File: src/hw/rtl/bgc_pkg.sv
// Shared types, register map and pin-mask helpers for the banked GPIO controller.
// No dependencies.
package bgc_pkg;

    localparam int DATA_W      = 32;
    localparam int IRQ_W       = 2;
    localparam int IDX_W       = 4;
    localparam int BANK_STRIDE = 16;

    localparam int NUM_BANKS_DEF  = 2;
    localparam int BANK_WIDTH_DEF = 16;

    typedef enum logic [1:0] {
        REQ_READ  = 2'd0,
        REQ_WRITE = 2'd1,
        REQ_TICK  = 2'd2
    } req_type_t;

    localparam logic [IDX_W-1:0] REG_BANK_EN    = 4'd0;
    localparam logic [IDX_W-1:0] REG_DIR        = 4'd1;
    localparam logic [IDX_W-1:0] REG_OUT_DATA   = 4'd2;
    localparam logic [IDX_W-1:0] REG_SET_DATA   = 4'd3;
    localparam logic [IDX_W-1:0] REG_CLR_DATA   = 4'd4;
    localparam logic [IDX_W-1:0] REG_IN_DATA    = 4'd5;
    localparam logic [IDX_W-1:0] REG_SET_RISE   = 4'd6;
    localparam logic [IDX_W-1:0] REG_CLR_RISE   = 4'd7;
    localparam logic [IDX_W-1:0] REG_SET_FALL   = 4'd8;
    localparam logic [IDX_W-1:0] REG_CLR_FALL   = 4'd9;
    localparam logic [IDX_W-1:0] REG_INT_STATUS = 4'd10;

    typedef struct packed {
        logic [DATA_W-1:0] read_data;
        logic [DATA_W-1:0] pin_out;
        logic [DATA_W-1:0] pin_drive_enable;
        logic [IRQ_W-1:0]  bank_irq;
    } result_t;

    function automatic logic [DATA_W-1:0] bank_pins(input int b, input int nb, input int bw);
        logic [DATA_W-1:0] low;
        low = (DATA_W'(1) << bw) - DATA_W'(1);
        if (b >= nb || b >= IRQ_W) begin
            return '0;
        end
        return low << (BANK_STRIDE * b);
    endfunction

    function automatic logic [DATA_W-1:0] pin_mask(input int nb, input int bw);
        return bank_pins(0, nb, bw) | bank_pins(1, nb, bw);
    endfunction

    function automatic logic [IRQ_W-1:0] bank_bits(input int nb);
        return (nb >= 2) ? 2'b11 : 2'b01;
    endfunction

endpackage

File: src/hw/rtl/bgc_regs.sv
// Register file, edge detection and interrupt logic of the GPIO controller.
// Depends on bgc_pkg.
module bgc_regs
    import bgc_pkg::*;
#(
    parameter int NUM_BANKS  = NUM_BANKS_DEF,
    parameter int BANK_WIDTH = BANK_WIDTH_DEF
) (
    input  logic              aclk,
    input  logic              aresetn,
    input  logic              req_accept,
    input  logic [1:0]        req_type,
    input  logic [IDX_W-1:0]  reg_index,
    input  logic [DATA_W-1:0] write_data,
    input  logic [DATA_W-1:0] pin_levels,
    output result_t           result
);

    localparam logic [DATA_W-1:0] PinMask  = pin_mask(NUM_BANKS, BANK_WIDTH);
    localparam logic [IRQ_W-1:0]  BankBits = bank_bits(NUM_BANKS);

    logic [IRQ_W-1:0]  bank_en_reg,  bank_en_next;
    logic [DATA_W-1:0] dir_reg,      dir_next;
    logic [DATA_W-1:0] out_data_reg, out_data_next;
    logic [DATA_W-1:0] rise_reg,     rise_next;
    logic [DATA_W-1:0] fall_reg,     fall_next;
    logic [DATA_W-1:0] status_reg,   status_next;
    logic [DATA_W-1:0] last_reg,     last_next;

    logic [DATA_W-1:0] wd;
    logic [DATA_W-1:0] now_pins;
    logic [DATA_W-1:0] rd;
    logic [IRQ_W-1:0]  irq;

    assign wd       = write_data & PinMask;
    assign now_pins = pin_levels & PinMask;

    always_comb begin
        bank_en_next  = bank_en_reg;
        dir_next      = dir_reg;
        out_data_next = out_data_reg;
        rise_next     = rise_reg;
        fall_next     = fall_reg;
        status_next   = status_reg;
        last_next     = last_reg;
        if (req_accept && req_type == REQ_WRITE) begin
            case (reg_index)
                REG_BANK_EN:    bank_en_next  = write_data[IRQ_W-1:0] & BankBits;
                REG_DIR:        dir_next      = wd;
                REG_OUT_DATA:   out_data_next = wd;
                REG_SET_DATA:   out_data_next = out_data_reg | wd;
                REG_CLR_DATA:   out_data_next = out_data_reg & ~wd;
                REG_SET_RISE:   rise_next     = rise_reg | wd;
                REG_CLR_RISE:   rise_next     = rise_reg & ~wd;
                REG_SET_FALL:   fall_next     = fall_reg | wd;
                REG_CLR_FALL:   fall_next     = fall_reg & ~wd;
                REG_INT_STATUS: status_next   = status_reg & ~wd;
                default: ;
            endcase
        end else if (req_accept && req_type == REQ_TICK) begin
            status_next = (status_reg
                           | (now_pins & ~last_reg & rise_reg)
                           | (~now_pins & last_reg & fall_reg)) & PinMask;
            last_next   = now_pins;
        end
    end

    always_comb begin
        rd = '0;
        if (req_type == REQ_READ) begin
            case (reg_index)
                REG_BANK_EN:    rd = {{(DATA_W-IRQ_W){1'b0}}, bank_en_reg};
                REG_DIR:        rd = dir_reg;
                REG_OUT_DATA,
                REG_SET_DATA,
                REG_CLR_DATA:   rd = out_data_reg;
                REG_IN_DATA:    rd = last_reg;
                REG_SET_RISE,
                REG_CLR_RISE:   rd = rise_reg;
                REG_SET_FALL,
                REG_CLR_FALL:   rd = fall_reg;
                REG_INT_STATUS: rd = status_reg;
                default:        rd = '0;
            endcase
        end
    end

    always_comb begin
        for (int b = 0; b < IRQ_W; b++) begin
            irq[b] = bank_en_next[b] && |(status_next & bank_pins(b, NUM_BANKS, BANK_WIDTH));
        end
    end

    assign result.read_data        = rd;
    assign result.pin_out          = out_data_next;
    assign result.pin_drive_enable = ~dir_next & PinMask;
    assign result.bank_irq         = irq;

    always_ff @(posedge aclk) begin
        if (!aresetn) begin
            bank_en_reg  <= '0;
            dir_reg      <= PinMask;
            out_data_reg <= '0;
            rise_reg     <= '0;
            fall_reg     <= '0;
            status_reg   <= '0;
            last_reg     <= '0;
        end else begin
            bank_en_reg  <= bank_en_next;
            dir_reg      <= dir_next;
            out_data_reg <= out_data_next;
            rise_reg     <= rise_next;
            fall_reg     <= fall_next;
            status_reg   <= status_next;
            last_reg     <= last_next;
        end
    end

endmodule

File: src/hw/rtl/bgc_out_stage.sv
// Result register with valid/ready handshake; refills in the cycle it drains.
// Depends on bgc_pkg.
module bgc_out_stage
    import bgc_pkg::*;
(
    input  logic    aclk,
    input  logic    aresetn,
    input  logic    load,
    input  result_t result,
    output logic    can_load,
    output logic    m_valid,
    input  logic    m_ready,
    output result_t m_result
);

    logic    valid_reg, valid_next;
    result_t data_reg,  data_next;

    assign can_load = !valid_reg || m_ready;

    always_comb begin
        valid_next = valid_reg;
        data_next  = data_reg;
        if (load) begin
            valid_next = 1'b1;
            data_next  = result;
        end else if (m_ready) begin
            valid_next = 1'b0;
        end
    end

    always_ff @(posedge aclk) begin
        if (!aresetn) begin
            valid_reg <= 1'b0;
        end else begin
            valid_reg <= valid_next;
        end
    end

    always_ff @(posedge aclk) begin
        data_reg <= data_next;
    end

    assign m_valid  = valid_reg;
    assign m_result = data_reg;

endmodule

File: src/hw/rtl/banked_gpio_controller.sv
// Top level of the banked GPIO controller: register file plus result register.
// Depends on bgc_pkg, bgc_regs, bgc_out_stage.
//
//  channel | ports                                            | handshake
//  --------+--------------------------------------------------+----------------
//  request | s_req_type, s_reg_index, s_write_data, s_pin_levels | s_valid/s_ready
//  result  | m_read_data, m_pin_out, m_pin_drive_enable, m_bank_irq | m_valid/m_ready
//
// One request per cycle while s_ready is high; its result is registered and appears in the cycle after acceptance.
// Register state updates at the accepting edge; the result shows state after it.
// s_ready is low only while a result is held and m_ready is low.
// aresetn (synchronous): all pins inputs, enables, triggers and status cleared.
module banked_gpio_controller
    import bgc_pkg::*;
#(
    parameter int NUM_BANKS  = NUM_BANKS_DEF,
    parameter int BANK_WIDTH = BANK_WIDTH_DEF
) (
    input  logic              aclk,
    input  logic              aresetn,
    input  logic              s_valid,
    output logic              s_ready,
    input  logic [1:0]        s_req_type,
    input  logic [IDX_W-1:0]  s_reg_index,
    input  logic [DATA_W-1:0] s_write_data,
    input  logic [DATA_W-1:0] s_pin_levels,
    output logic              m_valid,
    input  logic              m_ready,
    output logic [DATA_W-1:0] m_read_data,
    output logic [DATA_W-1:0] m_pin_out,
    output logic [DATA_W-1:0] m_pin_drive_enable,
    output logic [IRQ_W-1:0]  m_bank_irq
);

    logic    accept;
    logic    can_load;
    result_t result;
    result_t m_result;

    assign s_ready = can_load;
    assign accept  = s_valid && can_load;

    bgc_regs #(
        .NUM_BANKS  (NUM_BANKS),
        .BANK_WIDTH (BANK_WIDTH)
    ) u_regs (
        .aclk       (aclk),
        .aresetn    (aresetn),
        .req_accept (accept),
        .req_type   (s_req_type),
        .reg_index  (s_reg_index),
        .write_data (s_write_data),
        .pin_levels (s_pin_levels),
        .result     (result)
    );

    bgc_out_stage u_out (
        .aclk     (aclk),
        .aresetn  (aresetn),
        .load     (accept),
        .result   (result),
        .can_load (can_load),
        .m_valid  (m_valid),
        .m_ready  (m_ready),
        .m_result (m_result)
    );

    assign m_read_data        = m_result.read_data;
    assign m_pin_out          = m_result.pin_out;
    assign m_pin_drive_enable = m_result.pin_drive_enable;
    assign m_bank_irq         = m_result.bank_irq;

endmodule

File: config.mk
export PLATFORM = sky130hd
export DESIGN_NAME = banked_gpio_controller
export DESIGN_NICKNAME = d
export VERILOG_FILES = /design/src/hw/rtl/bgc_pkg.sv /design/src/hw/rtl/bgc_regs.sv /design/src/hw/rtl/bgc_out_stage.sv /design/src/hw/rtl/banked_gpio_controller.sv
export SDC_FILE = /design/constraint.sdc
export NUM_CORES = 1
export LEC_CHECK = 0
export ABC_AREA = 0
export ABC_CLOCK_PERIOD_IN_PS = 4700
export CORE_ASPECT_RATIO = 0.75
export CORE_MARGIN = 2
export CORE_UTILIZATION = 38
export CTS_CLUSTER_SIZE = 28
export DETAILED_ROUTE_END_ITERATION = 10
export DONT_BUFFER_PORTS = 1
export SYNTH_ARGS = -nofsm -noshare
export SYNTH_HDL_FRONTEND = slang
export SYNTH_SLANG_ARGS = --single-unit
File: constraint.sdc
create_clock -name aclk -period 4.7 [get_ports aclk]
set_clock_uncertainty 0.05 [all_clocks]
set_input_delay 0.235 -clock aclk [delete_from_list [all_inputs] [get_ports aclk]]
set_output_delay 0.235 -clock aclk [all_outputs]
set_load 0.005 [all_outputs]
==> results.json, run 1 <==
{
  "wl_um": 36800,
  "drtAntennaViolNets": 0,
  "ys_types": 48,
  "gp_congestion": 0.779,
  "fp-row-count": 56,
  "grt.total_usage_pct": 21.8,
  "synth_area_sq_um": 12000,
  "p_total_w": 0.00539,
  "syn_nets": 1283,
  "drc_errors": 0,
  "hold_path_class": "in -> reg",
  "p_per_area_nw_per_um2": 383,
  "power_switching_w": 0.00127,
  "intPower_w": 0.00412,
  "drv_slew": 0,
  "cts_sinks": 293,
  "timing.final.crit_share_pct": 68.2,
  "die_w_um": 209,
  "tightest_slew_ps": 1100,
  "startpoint_type": "register",
  "layout-drive-gt1-share_pct": 6.84,
  "status": "finished clean",
  "grt_pass1_wl_um": 56000,
  "diodes": 0,
  "maxSlewHeadroom_pct": 26.6,
  "yosysSeqAreaShare_pct": 56.9,
  "slowest_delay_ps": 610,
  "clockBufferDepth": 3,
  "worstSetupPathType": "reg -> reg",
  "drt-initial-drc-count": 1043,
  "ir_worst_vdd_mv": 0.244,
  "dieArea_sq_um": 33100,
  "clock_latency_ps": 560,
  "cts.clk_slew.worst_paths_ps": 60,
  "setup_viol": 0,
  "cts_inserted_buffers": 30,
  "drv_cap": 0,
  "ctsResizeCount": 0,
  "placed_area_sq_um": 12300,
  "routedWlPerCell_um": 22.1,
  "worst_setup_path_end_kind": "register",
  "critPathMaxFanout": 33,
  "cp_cell_sequence": "nand2b_1 -> and3_1 -> nand2_2 -> buf_4 -> mux2i_1 -> nand2_1 -> dlygate4sd3_1",
  "hold_viol_final": 0,
  "gr-total-overflow": 0,
  "yosysTopAreaCell": "dfxtp_1",
  "p_leak_nw": 4.63,
  "finalNetCount": 1307,
  "dieHeight_um": 158,
  "post-place-cells": 1532,
  "seq_power_share_pct": 50.3,
  "fin_cells": 1663,
  "dpl.hpwl_um": 22300,
  "synth-seq-cells": 293,
  "ios": 174,
  "synth_area_leaders": "dfxtp_1, edfxtp_1, a21oi_1",
  "grt_max_degree": 73,
  "drt-vias-per-instance": 5.90,
  "p_clk_share_pct": 44.5,
  "firstDrtPassIters": 6,
  "reg2reg_from": "u_out.m_valid$_SDFFE_PN0P_",
  "max_freq_mhz": 312,
  "cp.required_ps": 5100,
  "postSynthCellCount": 1209,
  "grt_pass1_vias": 9192,
  "fin_area_sq_um": 14100,
  "swShare_pct": 23.5,
  "core_area_sq_um": 31300,
  "cts_tree": "done",
  "setup_tns_ps": 0,
  "cts.htree.levels": 1,
  "ys_warn_count": 0,
  "critPathArrivalTime_ps": 3610,
  "cpMaxStageDelayCell": "nand2_2",
  "min_period_ps": 3210,
  "antenna_found_initial": 2,
  "rsz0062_at_grt": "false",
  "syn_avg_cell_area_sq_um": 9.95,
  "cts-root-buf": "clkbuf_16",
  "synth_top_area_share_pct": 32.4,
  "start_util_pct": 38.5,
  "area_growth_syn_to_layout_pct": 16.9,
  "worstHoldStart": "s_reg_index[2]",
  "p_comb_share_pct": 5.2,
  "crit_start": "u_out.m_valid$_SDFFE_PN0P_",
  "num_vias": 9818,
  "portBuffers": 0
}
power by group through the flow:
stage | clock network (W) | registers, W | logic, W
6_report | 0.00240 | 0.00271 | 0.000281
5_1_grt | 0.00254 | 0.00272 | 0.000303
4_1_cts | 0.00245 | 0.00271 | 0.000280
3_5_place_dp | 0 | 0.00277 | 0.000172
3_3_place_gp | 0 | 0.00277 | 0.000171
2_1_floorplan | 0 | 0.00276 | 0.000140
cells in the final DEF (no fill, tap or decap), types with 10 or more instances in the layout:
| master | Yosys | final |
|---|---|---|
| edfxtp_1 | 98 | 98 |
| nand2_1 | 196 | 195 |
| buf_4 | 4 | 19 |
| mux2i_1 | 10 | 10 |
| a22oi_1 | 32 | 32 |
| a311oi_1 | 62 | 62 |
| and2_1 | 39 | 36 |
| a222oi_1 | 30 | 30 |
| nand3b_1 | 37 | 37 |
| dlygate4sd3_1 | 0 | 73 |
| dfxtp_1 | 195 | 195 |
| o21ai_1 | 37 | 37 |
| inv_1 | 26 | 26 |
| nor2_1 | 27 | 27 |
| a22o_1 | 38 | 38 |
| a31oi_1 | 32 | 32 |
| a21oi_1 | 149 | 149 |
| clkbuf_16 | 0 | 32 |
| o21ai_0 | 48 | 48 |
layer usage:
| layer | wire (um) | vias to the layer above | global-route usage (%) |
|---|---|---|---|
| met2 | 15700 | 401 | 32.8 |
| li1 | - | 4588 | - |
| met4 | 984 | 4 | 6.28 |
| met3 | 2910 | 61 | 5.24 |
| met5 | 27 | - | 0 |
| met1 | 17200 | 4764 | 31.0 |
final cells by class:
cell class / instances / area (sq um)
Clock inverter: 16 / 128
Clock buffer: 40 / 871
Fill cell: 2945 / 17200
Sequential cell: 293 / 6850
Timing Repair Buffer: 94 / 928
Tap cell: 406 / 508
Multi-Input combinational cell: 787 / 4680
Inverter: 27 / 103
cell usage after synthesis, drive strengths merged:
cell type,instances
nand2,196
dfxtp,195
a21oi,150
edfxtp,98
o21ai,85
clkbuf,77
a311oi,62
and2,40
a22o,38
nand3b,37
a22oi,32
a31oi,32
a222oi,30
nor2,27
inv,26
buf,25
mux2i,10
nand4,10
nor4,6
a21boi,4
o21a,4
nand2b,3
nor3,3
a221oi,2
a41oi,2
nor3b,2
or2,2
a211o,1
a21o,1
and3,1
and3b,1
and4,1
and4b,1
and4bb,1
clkinv,1
nor2b,1
nor4b,1
or3b,1
kinds of logic after synthesis:
group	count (synthesis)	share of synthesized area [%]
AO/OA/AOI/OAI	443	24.2
AND/OR/NAND/NOR	334	13.5
flip-flops	293	56.9
buffers and inverters	129	4.50
multiplexers	10	0.832
timing repair:
action | in CTS | in global routing
endpoints found under the hold margin | 259 | 0
setup buffers | 0 | 0
hold buffers | 75 | 0
per-stage QoR:
| stage | util [%] | worst slack (ps) | hold WS [ps] |
|---|---|---|---|
| detailed placement | 39.3 | 1930 | 258 |
| finish | 45.0 | 1490 | 41.7 |
| CTS | 45.0 | 1580 | 29.1 |
| global route | 45.0 | 1350 | 69.5 |
| global placement | 39.3 | 1820 | 256 |
| floorplan | - | 359 | 301 |
final timing paths:
kind,end,slack [ps],cells after the start
worst max-delay path,u_regs.dir_reg[2]$_SDFF_PN1_,1490,7
worst min-delay path,u_regs.bank_en_reg[0]$_SDFF_PN0_,40,4
worst max register to register,u_regs.dir_reg[2]$_SDFF_PN1_,1490,7
worst min register to register,u_regs.last_reg[23]$_SDFFE_PN0P_,430,2
worst max-delay path, delay by kind of cell, from the launching register on:
family                 cells  cell delay [ps]
buffers and inverters      2             1030
and+or+nand+nor            4             1320
muxes                      1              310
DFF                        1              350
Power figures use the tool's default switching activity.
==> inputs of run 2 (changes only) <==
--- a/config.mk
+++ b/config.mk
@@ -5,8 +5,8 @@
 export SDC_FILE = /design/constraint.sdc
 export NUM_CORES = 1
 export LEC_CHECK = 0
-export ABC_AREA = 0
-export ABC_CLOCK_PERIOD_IN_PS = 4700
+export ABC_AREA = 1
+export ABC_CLOCK_PERIOD_IN_PS = 2750
 export CORE_ASPECT_RATIO = 0.75
 export CORE_MARGIN = 2
 export CORE_UTILIZATION = 38
==> constraint.sdc (replaced) <==
create_clock -name aclk -period 2.75 [get_ports aclk]
set_clock_uncertainty 0.05 [all_clocks]
set_input_delay 0.1375 -clock aclk [delete_from_list [all_inputs] [get_ports aclk]]
set_output_delay 0.1375 -clock aclk [all_outputs]
set_load 0.005 [all_outputs]
==> run 2 against run 1 <==
Against the previous run: sequential power grew 72%; clock power grew 85%; combinational power is 110% higher; largest cell class unchanged; largest power group unchanged.
==> results.json, run 2 <==
{
  "area_growth_syn_to_layout_pct": 21.0,
  "postSynthCellCount": 1638,
  "layout-drive-gt1-share_pct": 6.62,
  "status": "finished clean",
  "synth-edff-count": 98,
  "synth_area_sq_um": 12700,
  "cts_sinks": 293,
  "startpoint_type": "register",
  "portBuffers": 0,
  "drc_errors": 0,
  "max_freq_mhz": 398,
  "worstSetupPathType": "reg -> reg",
  "synth_ff_type": "dfxtp_1",
  "drt-vias-per-instance": 5.18,
  "drv_cap": 0,
  "ys_warn_count": 0,
  "drtAntennaViolNets": 0,
  "drv_slew": 0,
  "mostFrequentLayoutCells": "nand2_1, dfxtp_1, a21oi_1",
  "grt_pass1_vias": 10500,
  "grt_pass1_wl_um": 62700,
  "yosysSeqAreaShare_pct": 53.7,
  "ir_worst_vdd_mv": 0.490,
  "clock_latency_ps": 580,
  "drt-initial-drc-count": 1099,
  "grt_use_met3_pct": 5.70,
  "critPathMaxFanout": 39,
  "worst_setup_path_end_kind": "register",
  "syn_avg_cell_area_sq_um": 7.78,
  "routedWlPerCell_um": 18.6,
  "r2r_slack_ps": 240,
  "grt_use_met2_pct": 34.4,
  "timing.final.crit_share_pct": 91.4,
  "yosysTopAreaCell": "dfxtp_1",
  "gr-usage-met1_pct": 33.4,
  "cpMaxStageDelayCell": "dlygate4sd3_1",
  "synth_area_leaders": "dfxtp_1, edfxtp_1, nand2_1",
  "gr-total-overflow": 0,
  "p_per_area_nw_per_um2": 628,
  "grt_max_degree": 130,
  "rsz0062_at_grt": "false",
  "place_ws_ps": 652,
  "finalNetCount": 1800,
  "synth_top_area_share_pct": 30.6,
  "clockBufferDepth": 3,
  "synth-seq-cells": 293,
  "setup_tns_ps": 0,
  "min_period_ps": 2510,
  "core_area_sq_um": 33300,
  "synth_commonest_cells": "nand2_1, dfxtp_1, a21oi_1",
  "wl_um": 41100,
  "path_common_cell": "nand2_2",
  "async_flop_share_pct": 0,
  "cts.clk_slew.worst_paths_ps": 60,
  "tightest_slew_ps": 603,
  "cp_cell_sequence": "nand2_2 -> nand2_2 -> nor2_4 -> nand2_4 -> buf_12 -> o21ai_0 -> nand2_1 -> dlygate4sd3_1",
  "hold_viol_final": 0,
  "fp-row-count": 58,
  "firstDrtPassIters": 5,
  "syn_nets": 1712,
  "critPathArrivalTime_ps": 2900,
  "hold_path_class": "in -> reg",
  "final_core_util_pct": 46.3,
  "slowest_delay_ps": 590,
  "num_vias": 11400,
  "cts-root-buf": "clkbuf_16",
  "synth.most_common_cell": "nand2_1",
  "hold_slack_ps": 17.2,
  "cp.required_ps": 3140,
  "dieArea_sq_um": 35000,
  "top_usage_layer": "met2",
  "grt.total_usage_pct": 23.0,
  "cts.htree.levels": 1,
  "antenna_found_initial": 3,
  "ios": 174,
  "gp_congestion": 0.830,
  "start_util_pct": 38.3,
  "dpl.hpwl_um": 25800,
  "setup_viol": 0,
  "ys_types": 28,
  "critPathTopFamily": "simple AND/OR/NAND/NOR gates",
  "maxSlewHeadroom_pct": 59.7,
  "cts_tree": "done",
  "p_leak_nw": 5.78,
  "cts_inserted_buffers": 31,
  "layout_setup_ws_ps": 235,
  "crit_buf_inv": 2,
  "final_common_cell": "nand2_1",
  "p_total_w": 0.00968,
  "die_w_um": 215,
  "dieHeight_um": 163
}
[run 2: worst paths after layout]
path                              startpoint                           end  depth (start not counted)
hold / removal                       aresetn                      register                          3
hold reg to reg                     register                      register                          2
setup / recovery  u_out.m_valid$_SDFFE_PN0P_  u_regs.dir_reg[0]$_SDFF_PN1_                          8
setup reg to reg  u_out.m_valid$_SDFFE_PN0P_  u_regs.dir_reg[0]$_SDFF_PN1_                          8
[run 2: timing repair]
action | 4_1_cts | 5_1_grt
buffers inserted | 0 | 0
hold buffers | 104 | 0
endpoints found under the setup margin | 0 | 10
resized for setup | 0 | 1
endpoints found under the hold margin | 261 | 0
[run 2: cell families (layout without fill, tap and decap cells)]
kind of cell,after synthesis,count (layout),synth area share [%]
other cells,0,2,0
compound gates,446,446,18.2
simple gates,643,643,19.8
buf+inv,251,364,7.87
flops,293,293,53.7
mux,5,5,0.393
[run 2: routing by layer]
metal,routed length [um],up-vias,part of all wire [%]
met4,836,2,2.0
met2,17200,427,42
met1,19500,5357,47
met5,11,-,0.027
li1,-,5569,-
met3,3580,61,8.7
[run 2: per-stage QoR]
stage / cell area [sq um] / instances
after floorplan: 12700 / 1638
after global placement: 13300 / 2039
after detailed placement: 13300 / 2039
after CTS: 15400 / 2201
after global routing: 15400 / 2202
final: 15400 / 2203
[run 2: worst min-delay path, delay by kind of cell]
kind | cells | cell delay (ps)
buffers and inverters | 1 | 220
AOI/OAI and AO/OA | 2 | 190
[run 2: layout make-up]
type / instances / area (sq um)
clock inverters: 24 / 273
fillers: 3201 / 17900
repair buffers: 138 / 1350
inverters: 168 / 634
multi-input cells: 1094 / 4920
well taps: 450 / 563
flip-flops and latches: 293 / 6850
clock buffers: 34 / 817
diodes: 2 / 5.00
[run 2: report_power, final]
part	switching [W]	total (W)	internal, W
clock	0.00183	0.00445	0.00262
combinational	0.000408	0.000580	0.000171
sequential	0.0000661	0.00465	0.00458
total	0.00230	0.00968	0.00738
